[src/sv/hcr_pkg.sv]
// Shared types and constants for the height color ramp.
package hcr_pkg;

    localparam int COLOR_W = 24;
    localparam int CHAN_W  = 8;
    localparam int NUM_CHAN = 3;
    localparam int CFG_IDX_W = 3;

    typedef logic [CFG_IDX_W-1:0] cfg_idx_t;

    localparam cfg_idx_t REG_HEIGHT_MIN = 3'd0;
    localparam cfg_idx_t REG_HEIGHT_MAX = 3'd1;
    localparam cfg_idx_t REG_COLOR_LOW  = 3'd2;
    localparam cfg_idx_t REG_COLOR_MID  = 3'd3;
    localparam cfg_idx_t REG_COLOR_HIGH = 3'd4;

    localparam logic [COLOR_W-1:0] COLOR_LOW_RST  = 24'h0000FF;
    localparam logic [COLOR_W-1:0] COLOR_MID_RST  = 24'h00FF00;
    localparam logic [COLOR_W-1:0] COLOR_HIGH_RST = 24'hFF0000;

    typedef struct packed {
        logic [COLOR_W-1:0] low;
        logic [COLOR_W-1:0] mid;
        logic [COLOR_W-1:0] high;
    } ramp_colors_t;

    // zero: quotient forced to 0 (equal limits or opposite signs)
    // sat:  quotient clamps to the top of the ramp
    typedef struct packed {
        logic zero;
        logic sat;
    } div_flags_t;

endpackage

[src/sv/height_color_ramp.sv]
// Items pass front stages, the FRAC_BITS+1 stage restoring divider and blend stages.
// Throughput: one item per cycle without back pressure; the divider sets the depth.
// Each stage holds its item under back pressure; empty stages still take new items.
// Reset (aresetn low, synchronous) empties the pipeline and loads the register reset values.
// Configuration writes are taken every cycle.
module height_color_ramp #(
    parameter int HEIGHT_BITS = 16,
    parameter int FRAC_BITS = 16
) (
    input  logic                                aclk,
    input  logic                                aresetn,
    input  logic                                s_tvalid,
    output logic                                s_tready,
    input  logic [((HEIGHT_BITS+7)/8)*8-1:0]    s_tdata,  // [HEIGHT_BITS-1:0] height
    output logic                                m_tvalid,
    input  logic                                m_tready,
    output logic [hcr_pkg::COLOR_W-1:0]         m_tdata,  // [23:0] rgb
    input  logic                                cfg_valid,
    output logic                                cfg_ready,
    input  hcr_pkg::cfg_idx_t                   cfg_index,
    input  logic [(((HEIGHT_BITS > 24) ? HEIGHT_BITS : 24)+7)/8*8-1:0] cfg_data
);
    import hcr_pkg::*;

    localparam int CFG_RAW = (HEIGHT_BITS > COLOR_W) ? HEIGHT_BITS : COLOR_W;
    localparam int CFG_W   = (CFG_RAW + 7) / 8 * 8;

    logic [HEIGHT_BITS-1:0] height_min;
    logic [HEIGHT_BITS-1:0] height_max;
    ramp_colors_t           colors;

    logic                   fr_valid;
    logic                   fr_ready;
    logic [HEIGHT_BITS-1:0] fr_rem;
    logic [HEIGHT_BITS-1:0] fr_div;
    div_flags_t             fr_flags;

    logic                   dv_valid;
    logic                   dv_ready;
    logic [FRAC_BITS:0]     dv_quo;
    div_flags_t             dv_flags;

    hcr_cfg #(
        .HEIGHT_BITS (HEIGHT_BITS),
        .CFG_W       (CFG_W)
    ) u_cfg (
        .aclk       (aclk),
        .aresetn    (aresetn),
        .cfg_valid  (cfg_valid),
        .cfg_ready  (cfg_ready),
        .cfg_index  (cfg_index),
        .cfg_data   (cfg_data),
        .height_min (height_min),
        .height_max (height_max),
        .colors     (colors)
    );

    hcr_front #(
        .HEIGHT_BITS (HEIGHT_BITS)
    ) u_front (
        .aclk       (aclk),
        .aresetn    (aresetn),
        .in_valid   (s_tvalid),
        .in_ready   (s_tready),
        .in_height  (s_tdata[HEIGHT_BITS-1:0]),
        .height_min (height_min),
        .height_max (height_max),
        .out_valid  (fr_valid),
        .out_ready  (fr_ready),
        .out_rem    (fr_rem),
        .out_div    (fr_div),
        .out_flags  (fr_flags)
    );

    hcr_div_chain #(
        .HEIGHT_BITS (HEIGHT_BITS),
        .FRAC_BITS   (FRAC_BITS)
    ) u_div (
        .aclk      (aclk),
        .aresetn   (aresetn),
        .in_valid  (fr_valid),
        .in_ready  (fr_ready),
        .in_rem    (fr_rem),
        .in_div    (fr_div),
        .in_flags  (fr_flags),
        .out_valid (dv_valid),
        .out_ready (dv_ready),
        .out_quo   (dv_quo),
        .out_flags (dv_flags)
    );

    hcr_blend #(
        .FRAC_BITS (FRAC_BITS)
    ) u_blend (
        .aclk      (aclk),
        .aresetn   (aresetn),
        .in_valid  (dv_valid),
        .in_ready  (dv_ready),
        .in_quo    (dv_quo),
        .in_flags  (dv_flags),
        .colors    (colors),
        .out_valid (m_tvalid),
        .out_ready (m_tready),
        .out_rgb   (m_tdata)
    );

endmodule

[src/sv/hcr_cfg.sv]
// Configuration register file for the color ramp.
module hcr_cfg #(
    parameter int HEIGHT_BITS = 16,
    parameter int CFG_W = 24
) (
    input  logic                    aclk,
    input  logic                    aresetn,
    input  logic                    cfg_valid,
    output logic                    cfg_ready,
    input  hcr_pkg::cfg_idx_t       cfg_index,
    input  logic [CFG_W-1:0]        cfg_data,
    output logic [HEIGHT_BITS-1:0]  height_min,
    output logic [HEIGHT_BITS-1:0]  height_max,
    output hcr_pkg::ramp_colors_t   colors
);
    import hcr_pkg::*;

    logic [HEIGHT_BITS-1:0] height_min_reg;
    logic [HEIGHT_BITS-1:0] height_max_reg;
    ramp_colors_t           colors_reg;

    assign cfg_ready = 1'b1;

    always_ff @(posedge aclk) begin
        if (!aresetn) begin
            height_min_reg  <= '0;
            height_max_reg  <= '0;
            colors_reg.low  <= COLOR_LOW_RST;
            colors_reg.mid  <= COLOR_MID_RST;
            colors_reg.high <= COLOR_HIGH_RST;
        end else if (cfg_valid) begin
            unique case (cfg_index)
                REG_HEIGHT_MIN: height_min_reg  <= cfg_data[HEIGHT_BITS-1:0];
                REG_HEIGHT_MAX: height_max_reg  <= cfg_data[HEIGHT_BITS-1:0];
                REG_COLOR_LOW:  colors_reg.low  <= cfg_data[COLOR_W-1:0];
                REG_COLOR_MID:  colors_reg.mid  <= cfg_data[COLOR_W-1:0];
                REG_COLOR_HIGH: colors_reg.high <= cfg_data[COLOR_W-1:0];
                default: ;
            endcase
        end
    end

    assign height_min = height_min_reg;
    assign height_max = height_max_reg;
    assign colors     = colors_reg;

endmodule

[src/sv/hcr_front.sv]
// Front stages: offsets from the ramp start, magnitudes, sign and clamp flags.
module hcr_front #(
    parameter int HEIGHT_BITS = 16
) (
    input  logic                    aclk,
    input  logic                    aresetn,
    input  logic                    in_valid,
    output logic                    in_ready,
    input  logic [HEIGHT_BITS-1:0]  in_height,
    input  logic [HEIGHT_BITS-1:0]  height_min,
    input  logic [HEIGHT_BITS-1:0]  height_max,
    output logic                    out_valid,
    input  logic                    out_ready,
    output logic [HEIGHT_BITS-1:0]  out_rem,
    output logic [HEIGHT_BITS-1:0]  out_div,
    output hcr_pkg::div_flags_t     out_flags
);
    import hcr_pkg::*;

    localparam int H = HEIGHT_BITS;

    logic [H:0]   diff;
    logic [H:0]   span;
    logic [H:0]   diff_abs;
    logic [H:0]   span_abs;
    logic         zero_next;

    logic         v1_reg;
    logic         ready1;
    logic [H-1:0] mag_d_reg;
    logic [H-1:0] mag_s_reg;
    logic         zero_reg;

    logic         v2_reg;
    logic         ready2;
    logic [H-1:0] rem_reg;
    logic [H-1:0] div_reg;
    div_flags_t   flags_reg;
    logic         sat_next;

    assign diff = {in_height[H-1], in_height} - {height_min[H-1], height_min};
    assign span = {height_max[H-1], height_max} - {height_min[H-1], height_min};
    assign diff_abs = diff[H] ? (~diff + {{H{1'b0}}, 1'b1}) : diff;
    assign span_abs = span[H] ? (~span + {{H{1'b0}}, 1'b1}) : span;
    // equal limits, or offset and span of opposite sign: the ramp position is 0
    assign zero_next = (span == '0) || ((diff != '0) && (diff[H] != span[H]));

    assign ready2   = !v2_reg || out_ready;
    assign ready1   = !v1_reg || ready2;
    assign in_ready = ready1;

    always_ff @(posedge aclk) begin
        if (!aresetn) begin
            v1_reg <= 1'b0;
        end else if (ready1) begin
            v1_reg <= in_valid;
        end
    end

    always_ff @(posedge aclk) begin
        if (ready1 && in_valid) begin
            mag_d_reg <= diff_abs[H-1:0];
            mag_s_reg <= span_abs[H-1:0];
            zero_reg  <= zero_next;
        end
    end

    assign sat_next = (mag_d_reg >= mag_s_reg);

    always_ff @(posedge aclk) begin
        if (!aresetn) begin
            v2_reg <= 1'b0;
        end else if (ready2) begin
            v2_reg <= v1_reg;
        end
    end

    always_ff @(posedge aclk) begin
        if (ready2 && v1_reg) begin
            rem_reg        <= mag_d_reg;
            div_reg        <= mag_s_reg;
            flags_reg.zero <= zero_reg;
            flags_reg.sat  <= sat_next;
        end
    end

    assign out_valid = v2_reg;
    assign out_rem   = rem_reg;
    assign out_div   = div_reg;
    assign out_flags = flags_reg;

endmodule

[src/sv/hcr_div_step.sv]
// One restoring division step: one quotient bit per stage.
module hcr_div_step #(
    parameter int HEIGHT_BITS = 16,
    parameter int Q_BITS = 17
) (
    input  logic                    aclk,
    input  logic                    aresetn,
    input  logic                    in_valid,
    output logic                    in_ready,
    input  logic [HEIGHT_BITS-1:0]  in_rem,
    input  logic [HEIGHT_BITS-1:0]  in_div,
    input  logic [Q_BITS-1:0]       in_quo,
    input  hcr_pkg::div_flags_t     in_flags,
    output logic                    out_valid,
    input  logic                    out_ready,
    output logic [HEIGHT_BITS-1:0]  out_rem,
    output logic [HEIGHT_BITS-1:0]  out_div,
    output logic [Q_BITS-1:0]       out_quo,
    output hcr_pkg::div_flags_t     out_flags
);
    import hcr_pkg::*;

    localparam int H = HEIGHT_BITS;

    logic [H:0]          rem_dbl;
    logic [H:0]          rem_sub;
    logic                q_bit;
    logic [H-1:0]        rem_next;
    logic [Q_BITS-1:0]   quo_next;

    logic                valid_reg;
    logic [H-1:0]        rem_reg;
    logic [H-1:0]        div_reg;
    logic [Q_BITS-1:0]   quo_reg;
    div_flags_t          flags_reg;

    // remainder stays below the divisor unless the item already saturated
    assign rem_dbl  = {in_rem, 1'b0};
    assign rem_sub  = rem_dbl - {1'b0, in_div};
    assign q_bit    = (rem_dbl >= {1'b0, in_div});
    assign rem_next = q_bit ? rem_sub[H-1:0] : rem_dbl[H-1:0];
    assign quo_next = {in_quo[Q_BITS-2:0], q_bit};

    assign in_ready = !valid_reg || out_ready;

    always_ff @(posedge aclk) begin
        if (!aresetn) begin
            valid_reg <= 1'b0;
        end else if (in_ready) begin
            valid_reg <= in_valid;
        end
    end

    always_ff @(posedge aclk) begin
        if (in_ready && in_valid) begin
            rem_reg   <= rem_next;
            div_reg   <= in_div;
            quo_reg   <= quo_next;
            flags_reg <= in_flags;
        end
    end

    assign out_valid = valid_reg;
    assign out_rem   = rem_reg;
    assign out_div   = div_reg;
    assign out_quo   = quo_reg;
    assign out_flags = flags_reg;

endmodule

[src/sv/hcr_div_chain.sv]
// Pipelined divider: FRAC_BITS+1 restoring steps give the ramp fraction.
module hcr_div_chain #(
    parameter int HEIGHT_BITS = 16,
    parameter int FRAC_BITS = 16
) (
    input  logic                    aclk,
    input  logic                    aresetn,
    input  logic                    in_valid,
    output logic                    in_ready,
    input  logic [HEIGHT_BITS-1:0]  in_rem,
    input  logic [HEIGHT_BITS-1:0]  in_div,
    input  hcr_pkg::div_flags_t     in_flags,
    output logic                    out_valid,
    input  logic                    out_ready,
    output logic [FRAC_BITS:0]      out_quo,
    output hcr_pkg::div_flags_t     out_flags
);
    import hcr_pkg::*;

    localparam int Q_BITS = FRAC_BITS + 1;
    localparam int STEPS  = FRAC_BITS + 1;

    logic                   vld   [STEPS+1];
    logic                   rdy   [STEPS+1];
    logic [HEIGHT_BITS-1:0] rem   [STEPS+1];
    logic [HEIGHT_BITS-1:0] dvs   [STEPS+1];
    logic [Q_BITS-1:0]      quo   [STEPS+1];
    div_flags_t             flg   [STEPS+1];

    assign vld[0]   = in_valid;
    assign in_ready = rdy[0];
    assign rem[0]   = in_rem;
    assign dvs[0]   = in_div;
    assign quo[0]   = '0;
    assign flg[0]   = in_flags;

    for (genvar i = 0; i < STEPS; i++) begin : g_step
        hcr_div_step #(
            .HEIGHT_BITS (HEIGHT_BITS),
            .Q_BITS      (Q_BITS)
        ) u_step (
            .aclk      (aclk),
            .aresetn   (aresetn),
            .in_valid  (vld[i]),
            .in_ready  (rdy[i]),
            .in_rem    (rem[i]),
            .in_div    (dvs[i]),
            .in_quo    (quo[i]),
            .in_flags  (flg[i]),
            .out_valid (vld[i+1]),
            .out_ready (rdy[i+1]),
            .out_rem   (rem[i+1]),
            .out_div   (dvs[i+1]),
            .out_quo   (quo[i+1]),
            .out_flags (flg[i+1])
        );
    end

    assign rdy[STEPS] = out_ready;
    assign out_valid  = vld[STEPS];
    assign out_quo    = quo[STEPS];
    assign out_flags  = flg[STEPS];

endmodule

[src/sv/hcr_blend.sv]
// Blend stages: stop selection, per-channel products, sum and output register.
module hcr_blend #(
    parameter int FRAC_BITS = 16
) (
    input  logic                        aclk,
    input  logic                        aresetn,
    input  logic                        in_valid,
    output logic                        in_ready,
    input  logic [FRAC_BITS:0]          in_quo,
    input  hcr_pkg::div_flags_t         in_flags,
    input  hcr_pkg::ramp_colors_t       colors,
    output logic                        out_valid,
    input  logic                        out_ready,
    output logic [hcr_pkg::COLOR_W-1:0] out_rgb
);
    import hcr_pkg::*;

    localparam int F      = FRAC_BITS;
    localparam int PROD_W = CHAN_W + F + 1;

    // stage 1: ramp position, half select, weights
    logic [F+1:0]       q;
    logic               upper;
    logic [F:0]         w_next;
    logic [F+1:0]       wi_full;

    logic               v1_reg;
    logic               ready1;
    logic [COLOR_W-1:0] ca_reg;
    logic [COLOR_W-1:0] cb_reg;
    logic [F:0]         w_reg;
    logic [F:0]         wi_reg;

    // stage 2: products
    logic               v2_reg;
    logic               ready2;
    logic [PROD_W-1:0]  pa_reg [NUM_CHAN];
    logic [PROD_W-1:0]  pb_reg [NUM_CHAN];

    // stage 3: output register
    logic               v3_reg;
    logic               ready3;
    logic [COLOR_W-1:0] rgb_reg;
    logic [COLOR_W-1:0] rgb_next;
    logic [PROD_W:0]    sum [NUM_CHAN];

    always_comb begin
        if (in_flags.zero) begin
            q = '0;
        end else if (in_flags.sat) begin
            q = {1'b1, {(F+1){1'b0}}};
        end else begin
            q = {1'b0, in_quo};
        end
    end

    assign upper   = q[F+1] | q[F];
    // upper half weight is q - 1.0; only the clamped top has bit F+1 set
    assign w_next  = upper ? {q[F+1], q[F-1:0]} : q[F:0];
    assign wi_full = {2'b01, {F{1'b0}}} - {1'b0, w_next};

    assign ready3   = !v3_reg || out_ready;
    assign ready2   = !v2_reg || ready3;
    assign ready1   = !v1_reg || ready2;
    assign in_ready = ready1;

    always_ff @(posedge aclk) begin
        if (!aresetn) begin
            v1_reg <= 1'b0;
            v2_reg <= 1'b0;
            v3_reg <= 1'b0;
        end else begin
            if (ready1) begin
                v1_reg <= in_valid;
            end
            if (ready2) begin
                v2_reg <= v1_reg;
            end
            if (ready3) begin
                v3_reg <= v2_reg;
            end
        end
    end

    always_ff @(posedge aclk) begin
        if (ready1 && in_valid) begin
            ca_reg <= upper ? colors.mid : colors.low;
            cb_reg <= upper ? colors.high : colors.mid;
            w_reg  <= w_next;
            wi_reg <= wi_full[F:0];
        end
    end

    always_ff @(posedge aclk) begin
        if (ready2 && v1_reg) begin
            for (int c = 0; c < NUM_CHAN; c++) begin
                pa_reg[c] <= PROD_W'(ca_reg[c*CHAN_W +: CHAN_W]) * PROD_W'(wi_reg);
                pb_reg[c] <= PROD_W'(cb_reg[c*CHAN_W +: CHAN_W]) * PROD_W'(w_reg);
            end
        end
    end

    always_comb begin
        for (int c = 0; c < NUM_CHAN; c++) begin
            sum[c] = {1'b0, pa_reg[c]} + {1'b0, pb_reg[c]};
            rgb_next[c*CHAN_W +: CHAN_W] = sum[c][F +: CHAN_W];
        end
    end

    always_ff @(posedge aclk) begin
        if (ready3 && v2_reg) begin
            rgb_reg <= rgb_next;
        end
    end

    assign out_valid = v3_reg;
    assign out_rgb   = rgb_reg;

endmodule

[config.mk]
export PLATFORM = sky130hd
export DESIGN_NAME = height_color_ramp
export DESIGN_NICKNAME = d
export VERILOG_FILES = /design/src/sv/hcr_pkg.sv /design/src/sv/height_color_ramp.sv /design/src/sv/hcr_cfg.sv /design/src/sv/hcr_front.sv /design/src/sv/hcr_div_step.sv /design/src/sv/hcr_div_chain.sv /design/src/sv/hcr_blend.sv
export SDC_FILE = /design/constraint.sdc
export NUM_CORES = 2
export LEC_CHECK = 0
export BUFFER_PORTS_ARGS = -buffer_cell sky130_fd_sc_hd__buf_2
export CAP_MARGIN = 40
export CORE_AREA = 2 2 319 478
export CTS_CLUSTER_SIZE = 10
export DETAILED_ROUTE_END_ITERATION = 12
export DIE_AREA = 0 0 321 480
export GPL_TIMING_DRIVEN = 0
export PLACE_DENSITY = 0.75
export REMOVE_ABC_BUFFERS = 1
export SLEW_MARGIN = 10
export SYNTH_ARGS = -nofsm -noshare
export SYNTH_HDL_FRONTEND = slang
export SYNTH_SLANG_ARGS = --single-unit
[constraint.sdc]
create_clock -name aclk -period 22.2 [get_ports aclk]
set_input_delay 2.22 -clock aclk [delete_from_list [all_inputs] [get_ports aclk]]
set_output_delay 2.22 -clock aclk [all_outputs]
set_load 0.01 [all_outputs]
After elaboration in Yosys (flattened, before gate mapping)
Memories as Yosys holds them, arrays and structs flattened.
Index checks and enable logic that the tools add are counted.
{ "word_totals": {"output_inout_bits": 27, "input_bits": 48, "n_memories": 2, "regBits": 998, "wordCells": 297, "mem_bits_rw": 150} }
{ "memory_table": {"columns": ["memory", "depth", "word_bits", "read_ports", "rd_clocked_by_memory_dff", "write_ports", "line", "text"], "rows": [
  ["u_blend.pa_reg", 3, 25, 3, 0, 3, "hcr_blend.sv:37", "logic [PROD_W-1:0] pa_reg [NUM_CHAN];"],
  ["u_blend.pb_reg", 3, 25, 3, 0, 3, "hcr_blend.sv:38", "logic [PROD_W-1:0] pb_reg [NUM_CHAN];"]
]} }
{ "classes": {"eq_ne": 5, "bitwise": 3, "mux": 25, "reduce_logical": 76, "n_mul": 6, "addsub": 24, "n_lt_le_gt_ge": 18} }
{ "ops": {"columns": ["op", "n"], "rows": [
  ["$ge 17x16->1", 17],
  ["$mux 16", 18],
  ["$sub 16x16->16", 16],
  ["$mul 8x17->25", 6],
  ["$add 24x24->24", 3],
  ["$mux 24", 2],
  ["$mux 18", 2],
  ["$sub 16x16->17", 2],
  ["$add 16x1->16 const B", 2],
  ["$not 16->16", 2],
  ["$logic_and 1x1->1", 23],
  ["$logic_or 1x1->1", 23],
  ["$logic_not 1->1", 22],
  ["$logic_not 17->1", 1],
  ["$mux 17", 1],
  ["$reduce_bool 17->1", 1],
  ["$sub 17x17->17 const A", 1],
  ["$ge 16x16->1", 1],
  ["$reduce_and 2->1", 5],
  ["$eq 3x2->1 const B", 2],
  ["$eq 3x1->1 const B", 1],
  ["$eq 3x3->1 const B", 1],
  ["$logic_not 3->1", 1],
  ["$mux 1", 2],
  ["other kinds (2)", 2]
]} }

Depth between registers and ports, before layout
{ "depth": {"word_depth": 24, "mapped_depth": 21, "depth_no_buf": 19} }

Cells and area by module
A second synthesis with hierarchy kept.
{ "unflattened": {"cells_unflattened": 8171, "hier_area_um2": 91733.0} }
{ "modules_own_cells": {"columns": ["mod", "area_each_um2", "instances", "seq_area_each_um2", "cells_per_inst"], "rows": [
  ["hcr_div_step", 2742.6, 17, 1551.5, 213],
  ["hcr_blend", 36045.8, 1, 7537.2, 3655],
  ["hcr_front", 5004.8, 1, 2052.0, 495],
  ["hcr_cfg", 4053.9, 1, 2082.0, 399],
  ["hcr_div_chain", 3.8, 1, 0.0, 1]
]} }

Worst setup path after synthesis
OpenSTA, ideal clock, no wires.
{ "synth_timing": {"path_kind": "input to register", "start": "in m_tready", "end": "mem u_blend.pa_reg[0][0] (netlist bit), enable pin", "arrival_time_ns": 8.791, "path_buffers": 0, "setup_slack_ns": 12.743, "cell_stages": 3, "cell_sequence": "nor2b_1 and2_1 nor2b_1"} }
{ "synth_lines": {"columns": ["item", "line", "text"], "rows": [
  ["start, declared", "height_color_ramp.sv:16", "input logic m_tready,"],
  ["end, declared", "hcr_blend.sv:37", null]
]} }

Worst setup path after layout
{ "layout_timing": {"start": "in m_tready", "end": "out s_tready"} }
{ "layout_via": {"elab_chain_len": 22} }
{ "layout_rtl": {"columns": ["item", "line", "text"], "rows": [
  ["$logic_or 1x1->1", "hcr_blend.sv:62", "assign ready3 = !v3_reg || out_ready;"],
  ["$logic_or 1x1->1", "hcr_blend.sv:63", "assign ready2 = !v2_reg || ready3;"],
  ["$logic_or 1x1->1", "hcr_blend.sv:64", "assign ready1 = !v1_reg || ready2;"],
  ["$logic_or 1x1->1 (17 in a row)", "hcr_div_step.sv:44", "assign in_ready = !valid_reg || out_ready;"],
  ["$logic_or 1x1->1", "hcr_front.sv:48", "assign ready2 = !v2_reg || out_ready;"],
  ["$logic_or 1x1->1", "hcr_front.sv:49", "assign ready1 = !v1_reg || ready2;"],
  ["end, declared", "height_color_ramp.sv:13", "output logic s_tready,"]
]} }
No other way between the ends.

==> results_dict.tcl <==
set metrics [dict create \
    synthCells 7544 \
    rr_startpoint "u_blend.cb_reg[10]" \
    drv_slew 0 \
    postCtsHoldBufs 0 \
    cp-endpoint "s_tready" \
    routed.top_layer "met5" \
    fin_hold_ws_ns 0.4101 \
    vias 55410 \
    path_clk_slew_ns 0.05 \
    overflow 0 \
    leakage_nw 37.30 \
    cts_resized 0 \
    layout-drive-gt1-share_pct 6.674 \
    hp-class "reg2reg" \
    layout.nets 8854 \
    tightest_slew_ns 0.9038 \
    syn_area_um2 81970 \
    grt_usage_pct 24.32 \
    postSynthAreaPerCell_um2 10.87 \
    numCtsBuffers 135 \
    grt_max_degree 78 \
    postCtsSetupRepairBufs 0 \
    die_area_um2 154100 \
    ios 75 \
    startpoint_type "input pin" \
    setup.worst_path.start "m_tready" \
    cts.path.max_buffers 3 \
    fin_area_um2 89400 \
    slew_headroom_pct 39.59 \
    drt-total-wl_um 183700 \
    power_density_nw_per_um2 52.36 \
    fin_crit_ns 7.431 \
    wl_met2_um 98520 \
    drcViolationCount 0 \
    met1_length_um 63620 \
    worstPathMaxFanout 6 \
    routedWlPerCell_um 19.09 \
    max_clock_freq_mhz 134.6 \
    ir_drop_mv 0.07699 \
    critPathKind "in2out" \
    critPathCaptureType "primary output" \
    met3_length_um 8837 \
    clock_latency_ns 0.79 \
    maxCapViolCount 0 \
    total_power_mw 4.682 \
    synth_seq_cells 1141 \
    dr.pass1.iters 5 \
    synth-edff-count 1015 \
    rr_endpoint "u_blend.pb_reg[0][47]" \
    viasPerCell 5.757 \
    final_util_pct 59.69 \
    ys_warn_count 0 \
    setup_viol 0 \
    place_inst 9406 \
    grt_pass1_vias 59130 \
    cts_tree "done" \
    die_w_um 321 \
    core-area_um2 149800 \
    drt.antenna.violating_nets 0 \
    dp_slack_ns 14.78 \
    area_delta_synth_final_pct 9.070 \
    r2r_slack_ns 16.04 \
    grt_setup_unrepaired "no" \
    skew_ns 0.02568 \
    placedInstanceArea_um2 85390 \
    die_h_um 480 \
    dp_hpwl_um 141800 \
    synth_seq_area_share_pct 40.26 \
    first_iter_violations 3184 \
    cts.sinks 1141 \
    period_share_pct 33.47 \
    cts_root_buffer "clkbuf_16" \
    initial_core_util_pct 54.73 \
    place.gp.congestion 0.9212 \
    fp-row-count 174 \
    cp.arrival_ns 5.21 \
    synth_top_flop_cell "edfxtp_1" \
    status "completed" \
    antenna_found_initial 10 \
    ys_types 99 \
    finalHoldViolations 0 \
    setup_slack_ns 14.77 \
    grt_first_pass_wirelength_um 297000 \
    htreeDepth 4 \
    synthArstFlopShare_pct 0 \
    fin_cells 9626 \
    io_buffers 73 \
    reg2regPathDepth 17 \
    fin_setup_tns_ns 0 \
    required_ns 19.98 \
]
-- report_power, final --
part	total [mW]	internal, mW	switching (mW)
combinational	0.255	0.104	0.151
clock	2.05	1.18	0.872
sequential	2.37	2.36	0.0188
-- worst max-delay path, stage by stage --
cell,delay (ns)
buf_2,0.10
nor2b_1,0.48
and3_1,0.40
and3_1,0.39
nand2_1,0.19
nor4_2,0.50
buf_4,0.27
and4_1,0.39
nand2_1,0.11
buf_2,0.15
-- kinds of logic after synthesis --
| group | Yosys count | share of synthesized area, % |
|---|---|---|
| adder cells (fa/ha/maj) | 1198 | 23.34 |
| other | 1 | 0.004575 |
| multiplexers | 246 | 3.347 |
| XOR/XNOR | 347 | 3.708 |
| AO/OA/AOI/OAI | 1014 | 8.481 |
| buffers and inverters | 1249 | 5.854 |
| flip-flops | 1141 | 40.26 |
| AND/OR/NAND/NOR | 2348 | 15.00 |
-- cell usage in the layout, fill, tap and decap left out, drive strengths merged, types with 113 or more instances in the layout --
cell type / instances
nor3: 169
a21boi: 113
nor2: 299
clkbuf: 194
nand2: 545
fa: 552
ha: 646
edfxtp: 1015
nand3: 146
and2: 708
a21oi: 229
inv: 1037
o21ai: 180
buf: 146
dfxtp: 126
xnor2: 252
mux2: 225
-- synth_stat cells, types with 33 or more instances --
cell / instances / share of area (%)
nand4_1: 64 / 0.49
o21ai_0: 109 / 0.67
ha_1: 646 / 9.9
inv_1: 1030 / 4.7
nand3_1: 146 / 0.89
mux2_2: 117 / 1.6
mux2_1: 108 / 1.5
a21o_1: 59 / 0.54
dfxtp_1: 126 / 3.1
and3_1: 76 / 0.58
xnor2_1: 252 / 2.7
and2_1: 707 / 5.4
nand2_1: 545 / 2.5
nor2b_1: 75 / 0.57
nor2_1: 299 / 1.4
o21ai_1: 70 / 0.43
xor2_1: 95 / 1.0
fa_1: 552 / 13
a21oi_1: 227 / 1.4
o21bai_1: 33 / 0.30
a211oi_1: 46 / 0.42
a2111oi_0: 39 / 0.42
nand2b_1: 66 / 0.50
a21boi_0: 94 / 0.86
or3_1: 84 / 0.64
o21a_1: 75 / 0.69
clkbuf_1: 181 / 0.83
edfxtp_1: 1015 / 37
nor3_1: 166 / 1.0
-- routing by layer --
metal  vias up  track usage, %
li1      25890               -
met1     27330           24.87
met2      1563           45.97
met3       628           3.192
met4         2           15.98
met5         -               0
-- cell type report --
class / instances / area [um2]
clock inverters: 21 / 290.3
flip-flops and latches: 1141 / 33000
repair buffers: 146 / 1728
inverters: 1030 / 3866
well taps: 1936 / 2422
multi-input cells: 5154 / 44380
diodes: 4 / 10.01
fillers: 11850 / 60380
clock buffers: 194 / 3704
-- worst min-delay path by stage --
stage	from	to	slack, ns	cells past startpoint
6_report	u_div.g_step[6].u_step.out_flags[0]	u_div.g_step[7].u_step.out_flags[0]	0.41	0
5_1_grt	u_div.g_step[6].u_step.out_flags[0]	u_div.g_step[7].u_step.out_flags[0]	0.42	0
4_1_cts	u_div.g_step[12].u_step.out_quo[10]	u_div.g_step[13].u_step.out_quo[11]	0.41	0
3_5_place_dp	u_div.g_step[9].u_step.out_quo[7]	u_div.g_step[10].u_step.out_quo[8]	0.40	0
3_3_place_gp	u_div.g_step[14].u_step.out_quo[14]	u_div.g_step[15].u_step.out_quo[15]	0.40	0
2_1_floorplan	u_front.out_flags[0]	u_div.g_step[0].u_step.out_flags[0]	0.40	0
Note: power is estimated with default switching activity, not from simulation.
